<file path="src/sv/fdl_pkg.sv">
// Package for the fractional delay line: field widths, item kinds and the
// control struct passed down the pipeline. No dependencies.
package fdl_pkg;

  localparam int unsigned SampleW = 24;
  localparam int unsigned DelayW  = 26;

  localparam logic KindPush = 1'b0;
  localparam logic KindRead = 1'b1;

  typedef struct packed {
    logic vld;
    logic rd;
  } ctl_t;

endpackage

</file>
<file path="src/sv/fdl_out_if.sv">
// Output channel of the delay line: valid/ready plus the interpolated sample.
// Depends on fdl_pkg for the sample width.
interface fdl_out_if;
  logic                                valid;
  logic                                ready;
  logic signed [fdl_pkg::SampleW-1:0] sample_out;

  modport source (output valid, sample_out, input ready);
  modport sink   (input valid, sample_out, output ready);
endinterface

</file>
<file path="src/sv/fdl_obuf.sv">
// Output register with a one-word skid stage; its full flag stalls the
// pipeline. Depends on fdl_pkg and fdl_out_if.
module fdl_obuf (
  input  logic                                clk_i,
  input  logic                                rst_ni,
  input  logic                                res_vld_i,
  input  logic signed [fdl_pkg::SampleW-1:0] res_i,
  output logic                                stall_o,
  fdl_out_if.source                           out_o
);

  logic                                ov_q, sv_q, take;
  logic signed [fdl_pkg::SampleW-1:0] od_q, sd_q;

  assign take = !ov_q || out_o.ready;

  always_ff @(posedge clk_i or negedge rst_ni) begin
    if (!rst_ni) begin
      ov_q <= 1'b0;
      sv_q <= 1'b0;
    end else if (take) begin
      ov_q <= sv_q || res_vld_i;
      sv_q <= 1'b0;
    end else if (res_vld_i && !sv_q) begin
      sv_q <= 1'b1;
    end
  end

  always_ff @(posedge clk_i) begin
    if (take) begin
      od_q <= sv_q ? sd_q : res_i;
    end else if (res_vld_i && !sv_q) begin
      sd_q <= res_i;
    end
  end

  assign stall_o          = sv_q;
  assign out_o.valid      = ov_q;
  assign out_o.sample_out = od_q;

endmodule

</file>
<file path="src/flat_wrapper.sv">
// flat-port wrapper written by rule: the top's interface ports become plain ports
module fdl_obuf_flat 
  (clk_i, rst_ni, res_vld_i, res_i, stall_o, out_o_valid, out_o_sample_out, out_o_ready);
  fdl_out_if out_o_i ();
  input  logic clk_i;
  input  logic rst_ni;
  input  logic res_vld_i;
  input  logic signed [fdl_pkg::SampleW-1:0] res_i;
  output logic stall_o;
  output wire logic [$bits(out_o_i.valid)-1:0] out_o_valid;
  output wire logic [$bits(out_o_i.sample_out)-1:0] out_o_sample_out;
  input wire logic [$bits(out_o_i.ready)-1:0] out_o_ready;
  assign out_o_valid = out_o_i.valid;
  assign out_o_sample_out = out_o_i.sample_out;
  assign out_o_i.ready = out_o_ready;
  fdl_obuf u_core (.clk_i(clk_i), .rst_ni(rst_ni), .res_vld_i(res_vld_i), .res_i(res_i), .stall_o(stall_o), .out_o(out_o_i));
endmodule
</file>
<file path="config.mk">
export PLATFORM = sky130hd
export DESIGN_NAME = fdl_obuf_flat
export DESIGN_NICKNAME = d
export VERILOG_FILES = /design/src/sv/fdl_pkg.sv /design/src/sv/fdl_out_if.sv /design/src/sv/fdl_obuf.sv /design/src/flat_wrapper.sv
export SDC_FILE = /design/constraint.sdc
export NUM_CORES = 1
export LEC_CHECK = 0
export BUFFER_PORTS_ARGS = -buffer_cell sky130_fd_sc_hd__buf_2
export CORE_MARGIN = 2
export CORE_UTILIZATION = 46
export CTS_CLUSTER_SIZE = 14
export DETAILED_ROUTE_END_ITERATION = 12
export PLACE_DENSITY_LB_ADDON = 0.25
export SETUP_SLACK_MARGIN = 0.3
export SYNTH_ARGS = -nofsm -noshare
export SYNTH_HDL_FRONTEND = slang
export SYNTH_SLANG_ARGS = --single-unit
</file>
<file path="constraint.sdc">
create_clock -name clk_i -period 3.5 [get_ports clk_i]
set_clock_uncertainty 0.2 [all_clocks]
set_input_delay 1.05 -clock clk_i [delete_from_list [all_inputs] [get_ports clk_i]]
set_output_delay 1.05 -clock clk_i [all_outputs]
set_load 0.03 [all_outputs]
</file>
==> results_dict.tcl <==
set metrics [dict create \
    status "completed" \
    p_sw_mw 0.2938 \
    fin_area_mm2 0.002303 \
    fp.dieH_um 68.36 \
    pwr-share-clk_pct 25.6 \
    vias_per_cell 4.696 \
    vias 911 \
    finalCriticalPeriod_ns 2.134 \
    slew_violations 0 \
    rows 23 \
    yosysSeqAreaShare_pct 78.27 \
    cp_slowest_stage_delay_ns 0.40 \
    io_pins 54 \
    grt_use_met3_pct 5.757 \
    clkLatencyLatePin_ns 0.29 \
    die_area_mm2 0.004673 \
    cts-root-buf "clkbuf_8" \
    startpoint_type "flop" \
    p_int_mw 0.9088 \
    cp.arrival_ns 0.88 \
    crit_buf_inv 1 \
    synth.avg_cell_area_um2 23.24 \
    drc 0 \
    clk_pin_slew_ns 0.08 \
    ant_nets 0 \
    layout-drive-gt1-share_pct 60.42 \
    crit_slowest_cell "edfxtp_1" \
    syn_area_mm2 0.001906 \
    maxCapViolations 0 \
    grt_usage_pct 13.99 \
    use_met2_pct 20.87 \
    dpl.hpwl_um 2150 \
    drtIter0Drc 26 \
    crit_family "flip-flops" \
    gp_congestion 0.6943 \
    htree_levels 2 \
    dp.cells 186 \
    busiest_layer "met2" \
    cp-end-kind "primary output" \
    firstDrtPassIters 3 \
    fp.coreArea_mm2 0.004000 \
    max_freq_mhz 468.5 \
    use_met1_pct 17.70 \
    grt_max_degree 27 \
    syn_to_final_growth_pct 20.88 \
    worstPathRequired_ns 2.25 \
    antenna_cells 0 \
    yosysUniqueCellTypes 10 \
    hold_buffers 0 \
    fin_tns_setup_ns 0 \
    hp-class "in2async" \
    rsz0062_at_grt "false" \
    fin_crit_sh_pct 60.98 \
    avgRoutedWirePerCell_um 15.43 \
    yosysWarnings 0 \
    power.leakage_nw 0.9241 \
    grt_pass1_vias 912 \
    synth_cells 82 \
    clock_sinks 50 \
    layout_commonest_cell "buf_2" \
    final_nets 171 \
    antenna_found_initial 0 \
    worst_pin_slew_ns 0.4387 \
    cts_setup_buffers 0 \
    grt-ovfl-total 0 \
    cts_tree "yes" \
    start_util_pct 47.64 \
    post_dp_cell_area_mm2 0.002223 \
    setup_viol_count_final 0 \
    wirelength_um 2993 \
    sequentialPowerShare_pct 59.5 \
    slew_headroom_pct 70.76 \
    grt_pass1_wl_um 4505 \
    p_comb_share_pct 14.9 \
    post_cts_resized 0 \
    path_max_fanout 1 \
    p_sw_share_pct 24.43 \
    power.density_mw_per_mm2 522.1 \
    crit_type "reg2out" \
    die_x_um 68.36 \
    clockBufferDepth 2 \
    cts_buffers 5 \
    synth_seq_cells 50 \
    portBuffers 53 \
    final_cell_mix "53 x buf_2, 48 x edfxtp_1, 18 x mux2_4" \
    vdd_ir_drop_max_mv 0.2577 \
    hold_viol_final 0 \
    path_cells "buf_2" \
    final_cells 194 \
    synth_nets 110 \
]
## synthesized netlist by cell type (all sizes together)
| cell | n | share of area (%) |
|---|---|---|
| nand2 | 1 | 0.20 |
| buf | 3 | 2.7 |
| edfxtp | 48 | 76 |
| mux2 | 24 | 18 |
| nand2b | 1 | 0.33 |
| nor3b | 1 | 0.39 |
| dfrtp | 2 | 2.6 |
| nor2 | 2 | 0.39 |
## state kept, by name (all words and copies together) (netlist names)
register	flops
u_core.stall_o	1
u_core.out_o.valid	1
u_core.sd_q	24
u_core.out_o.sample_out	24
## per-stage QoR
step | hold WS [ns] | setup WS [ns] | utilization [%] | total power, mW
final | 0.3188 | 1.366 | 57.59 | 1.203
after global routing | 0.3049 | 1.329 | 57.59 | 1.256
after CTS | 0.3134 | 1.350 | 57.59 | 1.215
after detailed placement | 0.3344 | 1.200 | 55.58 | 0.9116
after global placement | 0.3302 | 1.210 | 55.58 | 0.9059
after floorplan | 0.3231 | 0.3992 | - | 0.8596
## cells by family after synthesis
family / Yosys count / synth area share [%]
muxes: 24 / 17.73
and+or+nand+nor: 5 / 1.314
buffers and inverters: 3 / 2.692
DFF: 50 / 78.27
## power by group through the flow
stage          sequential (mW)  combinational [mW]  clock [mW]
2_1_floorplan            0.789              0.0703           0
3_3_place_gp             0.728               0.178           0
3_5_place_dp             0.729               0.182           0
4_1_cts                  0.716               0.182       0.317
5_1_grt                  0.719               0.191       0.347
6_report                 0.715               0.179       0.308
## area by class of cell
type                            count  area [µm²]
Sequential cell                    50        1491
Fill cell                         315        1697
Timing Repair Buffer               57       295.3
Clock buffer                        5       68.82
Tap cell                           50       62.56
Clock inverter                      3       11.26
Multi-Input combinational cell     29       374.1
## worst paths after layout
path                                                              end                                 start  depth (start not counted)  slack [ns]
worst min-delay path                       u_core.stall_o$_DFFE_PN0P_                                rst_ni                          1        0.32
max in group asynchronous              u_core.out_o.valid$_DFFE_PN0P_                                rst_ni                          1        2.69
min in group clk_i              u_core.out_o.sample_out[10]$_DFFE_PP_             u_core.sd_q[10]$_DFFE_PP_                          1        0.35
worst min register to register  u_core.out_o.sample_out[10]$_DFFE_PP_             u_core.sd_q[10]$_DFFE_PP_                          1        0.35
worst max-delay path                              out_o_sample_out[2]  u_core.out_o.sample_out[2]$_DFFE_PP_                          1        1.37
worst max register to register               u_core.sd_q[4]$_DFFE_PP_            u_core.stall_o$_DFFE_PN0P_                          3        1.88
## layer usage
metal,routed length (µm),vias to the layer above
met4,55,0
li1,-,440
met5,0,-
met2,1402,37
met1,1300,428
met3,235,6
(Power assumes the default switching activity.)
