--- src/sv/fdl_pkg.sv ---
// Package for the fractional delay line: field widths, item kinds and the
// control struct passed down the pipeline. No dependencies.
package fdl_pkg;

  localparam int unsigned SampleW = 24;
  localparam int unsigned DelayW  = 26;

  localparam logic KindPush = 1'b0;
  localparam logic KindRead = 1'b1;

  typedef struct packed {
    logic vld;
    logic rd;
  } ctl_t;

endpackage

--- src/sv/fdl_interp.sv ---
// Interpolation pipeline: masks unwritten entries to zero, then
// s0 + floor((s1 - s0) * frac / 2^FRAC_BITS) (stages 6 to 8). Depends on fdl_pkg.
module fdl_interp #(
  parameter int unsigned AW        = 10,
  parameter int unsigned FRAC_BITS = 16
) (
  input  logic                                clk_i,
  input  logic                                rst_ni,
  input  logic                                en_i,
  input  fdl_pkg::ctl_t                       ctl_i,
  input  logic        [AW-1:0]                idx_i,
  input  logic        [AW-1:0]                nidx_i,
  input  logic        [AW-1:0]                wp_i,
  input  logic                                full_i,
  input  logic        [FRAC_BITS-1:0]         frac_i,
  input  logic signed [fdl_pkg::SampleW-1:0] rdata0_i,
  input  logic signed [fdl_pkg::SampleW-1:0] rdata1_i,
  output logic                                vld_o,
  output logic signed [fdl_pkg::SampleW-1:0] res_o
);

  localparam int unsigned SW = fdl_pkg::SampleW;
  localparam int unsigned PW = SW + FRAC_BITS + 2;

  logic                 rv6_q, rv7_q, rv8_q;
  logic                 ok0_q, ok1_q;
  logic [FRAC_BITS-1:0] frac6_q, frac7_q;
  logic signed [SW-1:0] s0, s1;
  logic signed [SW:0]   diff_d, diff7_q;
  logic signed [SW-1:0] s0_7_q, s0_8_q;
  logic signed [PW-1:0] prod_d, prod8_q, shifted;

  always_ff @(posedge clk_i or negedge rst_ni) begin
    if (!rst_ni) begin
      rv6_q <= 1'b0;
      rv7_q <= 1'b0;
      rv8_q <= 1'b0;
    end else if (en_i) begin
      rv6_q <= ctl_i.vld && ctl_i.rd;
      rv7_q <= rv6_q;
      rv8_q <= rv7_q;
    end
  end

  // entries are written in index order from reset, so anything at or past
  // the write pointer before the first wrap has never been written
  assign s0     = ok0_q ? rdata0_i : '0;
  assign s1     = ok1_q ? rdata1_i : '0;
  assign diff_d = (SW+1)'(s1) - (SW+1)'(s0);
  assign prod_d = PW'(diff7_q) * PW'($signed({1'b0, frac7_q}));

  always_ff @(posedge clk_i) begin
    if (en_i) begin
      ok0_q   <= full_i || (idx_i < wp_i);
      ok1_q   <= full_i || (nidx_i < wp_i);
      frac6_q <= frac_i;

      diff7_q <= diff_d;
      s0_7_q  <= s0;
      frac7_q <= frac6_q;

      prod8_q <= prod_d;
      s0_8_q  <= s0_7_q;
    end
  end

  assign shifted = prod8_q >>> FRAC_BITS;
  assign vld_o   = rv8_q;
  assign res_o   = s0_8_q + shifted[SW-1:0];

endmodule

--- config.mk ---
export PLATFORM = sky130hd
export DESIGN_NAME = fdl_interp
export DESIGN_NICKNAME = d
export VERILOG_FILES = /design/src/sv/fdl_pkg.sv /design/src/sv/fdl_interp.sv
export SDC_FILE = /design/constraint.sdc
export NUM_CORES = 1
export LEC_CHECK = 0
export BUFFER_PORTS_ARGS = -buffer_cell sky130_fd_sc_hd__buf_2
export CORE_MARGIN = 5
export CORE_UTILIZATION = 35
export DETAILED_ROUTE_END_ITERATION = 7
export PLACE_DENSITY = 0.54
export SETUP_SLACK_MARGIN = 0.4
export SLEW_MARGIN = 20
export SYNTH_ARGS = -nofsm -noshare
export SYNTH_HDL_FRONTEND = slang
export SYNTH_SLANG_ARGS = --single-unit
--- constraint.sdc ---
create_clock -name clk_i -period 19.1 [get_ports clk_i]
set_clock_uncertainty 0.15 [all_clocks]
set_input_delay 1.91 -clock clk_i [delete_from_list [all_inputs] [get_ports clk_i]]
set_output_delay 1.91 -clock clk_i [all_outputs]
set_load 0.02 [all_outputs]
==> impl_metrics.json <==
{
  "status": "finished clean",
  "timing.final.crit_share_pct": 37.50,
  "synth.distinct_cells": 61,
  "h-tree-depth": 4,
  "crit_path_start_kind": "register",
  "dp_cells": 2935,
  "grt_pass1_vias": 15680,
  "setup_viol": 0,
  "die_x_microns": 252.5,
  "core_sq_um": 57920,
  "max_freq_mhz": 139.6,
  "io_pins": 125,
  "cts_tree": "built",
  "multi_input_area_sq_um": 14420,
  "antenna_found_initial": 1,
  "drv_cap": 0,
  "area.sequential_sq_um": 4009,
  "required_ns": 19.23,
  "cts_sinks": 134,
  "nNetsFinal": 2829,
  "num_rows": 88,
  "rsz0062_at_grt": "false",
  "die_h_microns": 252.5,
  "grt_max_degree": 72,
  "dr.pass1.iters": 5,
  "drc": 0,
  "dieArea_sq_um": 63740,
  "cp-startpoint": "frac7_q[8]$_DFFE_PP_",
  "synthArstFlopShare_pct": 2.239,
  "use_met3_pct": 4.013,
  "cts_setup_buffers": 0,
  "synth_area_leaders": "fa_1 (37%), edfxtp_1 (19%), ha_1 (9.8%), inv_1 (9.2%), and2_1 (5.6%)",
  "synth.avg_cell_area_sq_um": 9.761,
  "met1_usage_pct": 23.52,
  "diodes": 0,
  "numCtsBuffers": 17,
  "initial_utilization_pct": 35.53,
  "syn_to_final_growth_pct": 9.620,
  "yosys.area.top_type": "fa_1",
  "slew_viol_final": 0,
  "grt_pass1_wl_mm": 84.81,
  "end_kind": "register",
  "io_buffer_count": 124,
  "ys.flop_type": "edfxtp_1",
  "tns_ns": 0,
  "synth.net_count": 2748,
  "final_hold_viol_count": 0,
  "vias_per_cell": 4.746,
  "wire_per_inst_microns": 17.29,
  "ys_seq_area_share_pct": 19.48,
  "place_congestion": 0.8294,
  "hold_buffers": 0,
  "worstHoldStart": "s0_7_q[5]$_DFFE_PP_",
  "overflow": 0,
  "drt_iter0_drc": 725,
  "synth_edf_count": 131,
  "clockBufferDepth": 2,
  "reg2reg_from": "frac7_q[8]$_DFFE_PP_",
  "worstMarginPinSlew_ns": 1.086,
  "path_clk_slew_ns": 0.07,
  "min_path_type": "register to register",
  "synth_area_sq_um": 20580,
  "grt_busiest_layer": "met2",
  "yosysTopAreaCellShare_pct": 36.87,
  "final_cells": 2967,
  "hold_slack_ns": 0.2690,
  "dp_hpwl_mm": 40.32,
  "vias": 14080,
  "root_buffer": "clkbuf_16",
  "fin_crit_ns": 7.163,
  "ys_seq_elements": 134,
  "netlist_instances": 2108,
  "met2_usage_pct": 27.49,
  "clock_latency_ns": 0.49,
  "cp_max_fo": 25,
  "n_fill_cell": 5827,
  "yosysWarningCount": 0,
  "ctsResizeCount": 0,
  "drt_wl_total_mm": 51.30,
  "relSlewSlack_pct": 27.59,
  "rrSetupSlack_ns": 11.94,
  "drive_above_1_share_pct": 7.993,
  "ant_nets": 0,
  "gr-usage-all-layers_pct": 17.02,
  "path_class": "register to register",
  "arrival_ns": 7.29
}
-- cells in the final DEF, fill, tap and decap left out, drive strengths merged, types with 10 or more instances in the layout --
master  instances
a21o           23
buf           129
and2          183
nor3           12
nand2         294
o211ai         10
o21a           15
nand2b         10
ha            161
o21ai          37
fa            379
a21oi          47
xnor2          51
a211oi         13
nor2           54
edfxtp        131
inv           514
clkbuf         17
xor2           16
-- critical path, cell delays in order, from the launching register on --
cell and delay (ns):
edfxtp_1 1.05, nand2_1 0.18, fa_1 0.58, inv_1 0.05, fa_1 0.51, inv_1 0.06, fa_1 0.54, inv_1 0.05
fa_1 0.40, fa_1 0.52, inv_1 0.05, fa_1 0.50, inv_1 0.05, ha_1 0.32, a21oi_1 0.28, o21ai_0 0.13
a21oi_1 0.21, o211a_1 0.29, o21ai_2 0.18, o31a_1 0.31, or4_1 0.41, o311ai_1 0.11
-- area by class of cell --
cell class / instances / share of cell area [%]
well taps: 765 / 4.244
inverters: 506 / 8.421
clock inverters: 15 / 0.8154
clock buffers: 17 / 1.886
multi-input cells: 1401 / 63.92
flip-flops and latches: 134 / 17.77
repair buffers: 129 / 2.946
-- worst paths after layout --
path	depth (start not counted)	end
max	21	prod8_q[33]$_DFFE_PP_
min	0	s0_8_q[5]$_DFFE_PP_
max reg2reg	21	prod8_q[33]$_DFFE_PP_
min reg2reg	0	s0_8_q[5]$_DFFE_PP_
max in group asynchronous	1	rv7_q$_DFFE_PN0P_
min in group asynchronous	1	vld_o$_DFFE_PN0P_
-- synthesized netlist by cell type (all sizes together) (8+ instances only) --
master / count
o21bai: 9
fa: 379
ha: 161
clkbuf: 67
a211oi: 13
nand2: 294
a21oi: 47
edfxtp: 131
o211ai: 10
o21ai: 37
xnor2: 51
nor3: 12
inv: 506
nand2b: 10
a21o: 23
nor2b: 8
xor2: 16
nand3: 9
o21a: 15
nor2: 54
and2: 183
-- state kept, by name, indices dropped and copies added (netlist names) --
signal / cells
rv7_q: 1
vld_o: 1
frac6_q: 16
diff7_q: 25
rv6_q: 1
prod8_q: 24
ok1_q: 1
ok0_q: 1
s0_8_q: 24
s0_7_q: 24
frac7_q: 16
-- stage by stage --
step	setup slack (ns)	util [%]	instance area, sq um
2_1_floorplan	12.85	-	20580
3_3_place_gp	12.01	37.89	21950
3_5_place_dp	12.00	37.89	21950
4_1_cts	11.93	38.95	22560
5_1_grt	11.57	38.95	22560
6_report	11.94	38.95	22560
-- kinds of logic after synthesis --
family | Yosys count | synth area share (%)
buffers and inverters | 573 | 10.45
multiplexers | 3 | 0.1581
XOR/XNOR | 67 | 2.852
AO/OA/AOI/OAI | 197 | 6.622
adder cells (fa/ha/maj) | 540 | 46.66
AND/OR/NAND/NOR | 594 | 13.77
flip-flops | 134 | 19.48
-- per-layer routing --
| layer | vias up | routed length, microns |
|---|---|---|
| met5 | - | 0 |
| met4 | 0 | 693 |
| met3 | 48 | 2756 |
| met2 | 333 | 23890 |
| met1 | 7111 | 23960 |
| li1 | 6590 | - |
Power is not shown: default switching activity piles up to over one toggle a cycle in this logic, so the estimate is an artifact.
