===== config.mk =====
export PLATFORM = sky130hd
export DESIGN_NAME = fdl_addr
export DESIGN_NICKNAME = d
export VERILOG_FILES = /design/src/sv/fdl_pkg.sv /design/src/sv/fdl_addr.sv
export SDC_FILE = /design/constraint.sdc
export NUM_CORES = 1
export LEC_CHECK = 0
export ABC_AREA = 0
export BUFFER_PORTS_ARGS = -buffer_cell sky130_fd_sc_hd__buf_2
export CAP_MARGIN = 5
export CORE_ASPECT_RATIO = 0.75
export CORE_MARGIN = 1.5
export CORE_UTILIZATION = 30
export CTS_CLUSTER_SIZE = 12
export DETAILED_ROUTE_END_ITERATION = 8
export GPL_ROUTABILITY_DRIVEN = 0
export HOLD_SLACK_MARGIN = 0.02
export PLACE_DENSITY = 0.55
export SYNTH_ARGS = -nofsm -noshare
export SYNTH_HDL_FRONTEND = slang
export SYNTH_SLANG_ARGS = --single-unit

===== constraint.sdc =====
create_clock -name clk_i -period 4.98 [get_ports clk_i]
set_input_delay 0.249 -clock clk_i [delete_from_list [all_inputs] [get_ports clk_i]]
set_output_delay 0.249 -clock clk_i [all_outputs]
set_load 0.05 [all_outputs]

===== src/sv/fdl_pkg.sv =====
// Package for the fractional delay line: field widths, item kinds and the
// control struct passed down the pipeline. No dependencies.
package fdl_pkg;

  localparam int unsigned SampleW = 24;
  localparam int unsigned DelayW  = 26;

  localparam logic KindPush = 1'b0;
  localparam logic KindRead = 1'b1;

  typedef struct packed {
    logic vld;
    logic rd;
  } ctl_t;

endpackage


===== src/sv/fdl_addr.sv =====
// Address pipeline: write pointer, delay reduction modulo the store length
// and read index / fraction generation (stages 1 to 5). Depends on fdl_pkg.
module fdl_addr #(
  parameter int unsigned DEPTH     = 1024,
  parameter int unsigned FRAC_BITS = 16,
  localparam int unsigned AW       = $clog2(DEPTH)
) (
  input  logic                                clk_i,
  input  logic                                rst_ni,
  input  logic                                en_i,
  input  logic                                acc_i,
  input  logic                                kind_i,
  input  logic signed [fdl_pkg::SampleW-1:0] sample_i,
  input  logic        [fdl_pkg::DelayW-1:0]  delay_i,
  output fdl_pkg::ctl_t                       ctl_o,
  output logic        [AW-1:0]                idx_o,
  output logic        [AW-1:0]                wp_o,
  output logic                                full_o,
  output logic signed [fdl_pkg::SampleW-1:0] wdata_o,
  output logic        [FRAC_BITS-1:0]         frac_o
);

  localparam int unsigned SW = fdl_pkg::SampleW;
  localparam int unsigned IW = fdl_pkg::DelayW - FRAC_BITS;
  localparam int unsigned XW = ((IW > AW) ? IW : AW) + 1;
  localparam int unsigned QW = IW + AW + 1;
  // floor(2^IW / DEPTH): quotient estimate is exact or one low
  localparam logic [IW-1:0] Recip   = IW'((longint'(1) << IW) / DEPTH);
  localparam logic [AW-1:0] LastIdx = AW'(DEPTH - 1);

  logic [AW-1:0] wp_q;
  logic          full_q;

  fdl_pkg::ctl_t ctl1_q, ctl2_q, ctl3_q, ctl4_q, ctl5_q;

  logic signed [SW-1:0] samp1_q, samp2_q, samp3_q, samp4_q, samp5_q;
  logic [IW-1:0]        di1_q, di2_q, di3_q;
  logic [FRAC_BITS-1:0] f1_q, f2_q, f3_q, f4_q, frac5_q;
  logic [AW-1:0]        wp1_q, wp2_q, wp3_q, wp4_q, wp5_q;
  logic                 full1_q, full2_q, full3_q, full4_q, full5_q;
  logic [2*IW-1:0]      prod_d, prod2_q;
  logic [QW-1:0]        qd_d;
  logic [IW-1:0]        qd3_q;
  logic [IW-1:0]        r_d;
  logic [XW-1:0]        rx, rc;
  logic [AW-1:0]        r4_q;
  logic [AW:0]          t, i0x;
  logic [AW-1:0]        idx5_q;

  always_ff @(posedge clk_i or negedge rst_ni) begin
    if (!rst_ni) begin
      wp_q   <= '0;
      full_q <= 1'b0;
    end else if (acc_i && kind_i == fdl_pkg::KindPush) begin
      if (wp_q == LastIdx) begin
        wp_q   <= '0;
        full_q <= 1'b1;
      end else begin
        wp_q <= wp_q + AW'(1);
      end
    end
  end

  always_ff @(posedge clk_i or negedge rst_ni) begin
    if (!rst_ni) begin
      ctl1_q <= '0;
      ctl2_q <= '0;
      ctl3_q <= '0;
      ctl4_q <= '0;
      ctl5_q <= '0;
    end else if (en_i) begin
      ctl1_q <= '{vld: acc_i, rd: (kind_i == fdl_pkg::KindRead)};
      ctl2_q <= ctl1_q;
      ctl3_q <= ctl2_q;
      ctl4_q <= ctl3_q;
      ctl5_q <= ctl4_q;
    end
  end

  assign prod_d = (2*IW)'(di1_q) * (2*IW)'(Recip);
  assign qd_d   = QW'(prod2_q[2*IW-1:IW]) * QW'(DEPTH);
  assign r_d    = di3_q - qd3_q;
  assign rx     = XW'(r_d);
  assign rc     = (rx >= XW'(DEPTH)) ? rx - XW'(DEPTH) : rx;
  // position = wp - delay; a nonzero fraction borrows one from the index
  assign t      = {1'b0, wp4_q} - {1'b0, r4_q} - (AW+1)'(|f4_q);
  assign i0x    = t[AW] ? t + (AW+1)'(DEPTH) : t;

  always_ff @(posedge clk_i) begin
    if (en_i) begin
      samp1_q <= sample_i;
      di1_q   <= delay_i[fdl_pkg::DelayW-1:FRAC_BITS];
      f1_q    <= delay_i[FRAC_BITS-1:0];
      wp1_q   <= wp_q;
      full1_q <= full_q;

      samp2_q <= samp1_q;
      di2_q   <= di1_q;
      f2_q    <= f1_q;
      wp2_q   <= wp1_q;
      full2_q <= full1_q;
      prod2_q <= prod_d;

      samp3_q <= samp2_q;
      di3_q   <= di2_q;
      f3_q    <= f2_q;
      wp3_q   <= wp2_q;
      full3_q <= full2_q;
      qd3_q   <= qd_d[IW-1:0];

      samp4_q <= samp3_q;
      f4_q    <= f3_q;
      wp4_q   <= wp3_q;
      full4_q <= full3_q;
      r4_q    <= rc[AW-1:0];

      samp5_q <= samp4_q;
      wp5_q   <= wp4_q;
      full5_q <= full4_q;
      idx5_q  <= ctl4_q.rd ? i0x[AW-1:0] : wp4_q;
      frac5_q <= ~f4_q + FRAC_BITS'(1);
    end
  end

  assign ctl_o   = ctl5_q;
  assign idx_o   = idx5_q;
  assign wp_o    = wp5_q;
  assign full_o  = full5_q;
  assign wdata_o = samp5_q;
  assign frac_o  = frac5_q;

endmodule


==> results.md <==
- Status: finished, final reports clean
- Yosys warning total: 0
- Die Wd: around 220 µm
- EDFF count, synth: approximately 310
- Ys async rst share: 6.44%
- Syn_area_per_cell: ~21 µm²
- IO Pins: ~120
- Setup Buffers After CTS: 0
- Via Count: 4860
- Total Die Area: 37800 µm²
- Syn Nets: around 590
- Die Height: 169 µm
- Worst vdd ir: between 0.0002 and 0.00025 V
- Final Max Slew Viols: 0
- Diode count: 0
- Final Hold Fails: 0
- Pre-antenna DRT Iters: 4
- CP peak stage delay: approximately 0.52 ns
- Critical Path AT: roughly 4.4 ns
- CP Cell Sequence: nor4_2 -> nand2_1 -> or4_4 -> or3_1 -> fa_1 -> inv_1 -> ha_1 -> nor2_1 -> fa_1 -> a21boi_0 -> o22a_1 -> o41ai_1 -> xnor2_1 -> mux2_2
- Vias in the first global route: slightly below 5000
- H-tree levels: 2
- Clock Sinks: 326
- FP Rows: 60
- CTS resizes: 0
- Hold Crit Class: input port to async pin
- Cells after synthesis: approximately 500
- Layout area overhead: 25.7%
- WL final: roughly 16000 µm
- DP HPWL: ~9400 µm
- Initial Utilization: a little under a third
- Total track usage: under 10%
- Initial drt markers: 330
- Worst-margin pin slew: around 0.79 ns
- First-pass GRT wire length: around 25000 µm
- Period utilization: 84.0%
- Commonest cells after routing, fill and taps aside: edfxtp_1 (305), buf_2 (116), dlygate4sd3_1 (53), clkbuf_16 (37), inv_1 (27)
- PwrDens: 455 nW/µm²
- Grt ovf: 0
- Kind of cell adding the most delay to the critical path: simple AND/OR/NAND/NOR gates
- Commonest non-fill, non-tap cell in the layout: edfxtp_1
- Layout cells sized above 1: between 20 and 25%
- Vias per std cell: about 4
- Largest net degree at the start of global routing: 126
- Clk_lat worst skew: ~0.5 ns
- Root buf cell: clkbuf_16
- Worst-path clk slew: 0.06 ns
- DR DRC count: 0
- FMAX: about 240 MHz
- Post-route setup TNS: 0 ns
- Crit path top cell by count: fa_1
- Netlist cell types: 36
- Finished Cell Area: roughly 14000 µm²
- Seq cells post-synth: between 300 and 400
- Worst R2R Setup Slack: between 0.7 and 0.8 ns
- RSZ-0062 raised after global routing: no
- R2r endpoint: idx_o[8]$_DFFE_PP_
- R2R cell count: 14
- Area of the multi-input gates: approximately 1200 µm²
- Reg area: 9680 µm²
- CTS tree: yes
- Final setup violation count: 0
- Buf/Inv on CP: 1
- Post-Place Cell Area: around 12000 µm²
- P_leak: 5.06 nW
- I/O Buffers: roughly 120
- Crit end category: flop
- Hold buffers post-CTS: 53
- Final Skew: slightly above 0.02 ns
- Fillers: between 3000 and 4000
- MaxCap Viol Count: 0
- TritonCTS Buffers: 36
- Final Net Count: around 800
- Post-route antenna net violation count: 0
- Slowest CP cell: or4_4
- R2r startpoint: f4_q[3]$_DFFE_PP_
- CP startpoint kind: flop
- Initial antenna violation count: 0
- Tmin final: approximately 4.2 ns
- WL/cell: ~13 µm
- Core area: 36000 µm²
- Worst EP required: 5.24 ns
- Max-slew headroom: between 40% and 50%
- Mapped cell area: around 11000 µm²
- Critical path class: flop to flop
- Post-synth top flop: edfxtp_1
- CTS Buffer Depth: 3
- Max Fanout on Critical Path: 3
- Sequential area share after synthesis: between 80% and 90%
Yosys cell counts (3+ instances only):
master / n / area, µm²
edfxtp_1: 305 / 9160
inv_1: 27 / 101
dfrtp_1: 21 / 526
xnor2_1: 19 / 166
ha_1: 18 / 225
nand2_1: 17 / 63.8
nor2_1: 17 / 63.8
xor2_1: 12 / 105
mux2_2: 11 / 124
o21ai_0: 10 / 50.1
nand3_1: 7 / 35.0
a21oi_1: 5 / 25.0
nor3_1: 5 / 25.0
a21o_1: 3 / 22.5
clkbuf_1: 3 / 11.3
or3_1: 3 / 18.8
where the power goes:
part | internal, W | switching, W | leakage, nW
logic | 0.000159 | 0.000307 | 1.27
registers | 0.00326 | 0.0000945 | 3.26
clock network | 0.00148 | 0.000993 | 0.533
total | 0.00490 | 0.00139 | 5.06
cell type report:
type,instances,share of cell area [%]
sequential,326,70.0
inverter,27,0.732
timing repair buffer,173,8.39
tap,465,4.21
clock inverter,14,0.922
clock buffer,47,7.04
multi-input combinational,158,8.72
worst max path at each step:
stage | from | end | slack (ns) | cells after the start
after global placement | f4_q[5]$_DFFE_PP_ | idx_o[8]$_DFFE_PP_ | 0.83 | 14
final | f4_q[3]$_DFFE_PP_ | idx_o[8]$_DFFE_PP_ | 0.80 | 14
after detailed placement | f4_q[5]$_DFFE_PP_ | idx_o[8]$_DFFE_PP_ | 0.79 | 14
after floorplan | f4_q[5]$_DFFE_PP_ | idx_o[8]$_DFFE_PP_ | 1.08 | 14
after global routing | f4_q[3]$_DFFE_PP_ | idx_o[8]$_DFFE_PP_ | 0.48 | 14
after CTS | f4_q[5]$_DFFE_PP_ | idx_o[8]$_DFFE_PP_ | 0.79 | 14
layer usage:
layer	routed length (µm)	part of all wire, %	GRT usage [%]	vias up
met4	350	2.2	3.88	0
met1	7180	45	10.7	2354
met3	849	5.3	2.62	32
met2	7600	48	13.6	88
li1	-	-	-	2386
met5	0	0	0	-
per-stage QoR:
step / utilization, % / worst slack, ns / total power (W) / hold WS [ns] / std cells
3_5_place_dp: 33.9 / 0.786 / 0.00385 / 0.245 / 1096
2_1_floorplan: - / 1.08 / 0.00367 / -0.0466 / 514
5_1_grt: 38.4 / 0.482 / 0.00656 / 0.264 / 1210
4_1_cts: 38.4 / 0.786 / 0.00640 / 0.226 / 1210
6_report: 38.4 / 0.798 / 0.00629 / 0.234 / 1210
3_3_place_gp: 33.9 / 0.829 / 0.00384 / 0.231 / 1096
flip-flops by register name, indices dropped and copies added, names as in the netlist, 10 cells and up:
signal,cells
wp2_q,10
samp3_q,24
samp4_q,24
f2_q,16
frac_o,16
wp_o,10
idx_o,10
f4_q,16
samp1_q,24
f3_q,16
di1_q,10
f1_q,16
wp1_q,10
wp4_q,10
di2_q,10
samp2_q,24
wdata_o,24
wp3_q,10
wp_q,10
r4_q,10
di3_q,10
kinds of logic (layout without fill, tap and decap cells):
kind of cell             count (synthesis)  count (layout)  synth area share (%)
flip-flops                             326             326                  88.0
AND/OR/NAND/NOR                         68              68                  3.29
XOR/XNOR                                31              31                  2.47
buffers and inverters                   30             261                  1.02
AO/OA/AOI/OAI                           26              26                  1.49
adder cells (fa/ha/maj)                 20              20                  2.41
multiplexers                            13              13                  1.31
Note: power is estimated with default switching activity, not from simulation.
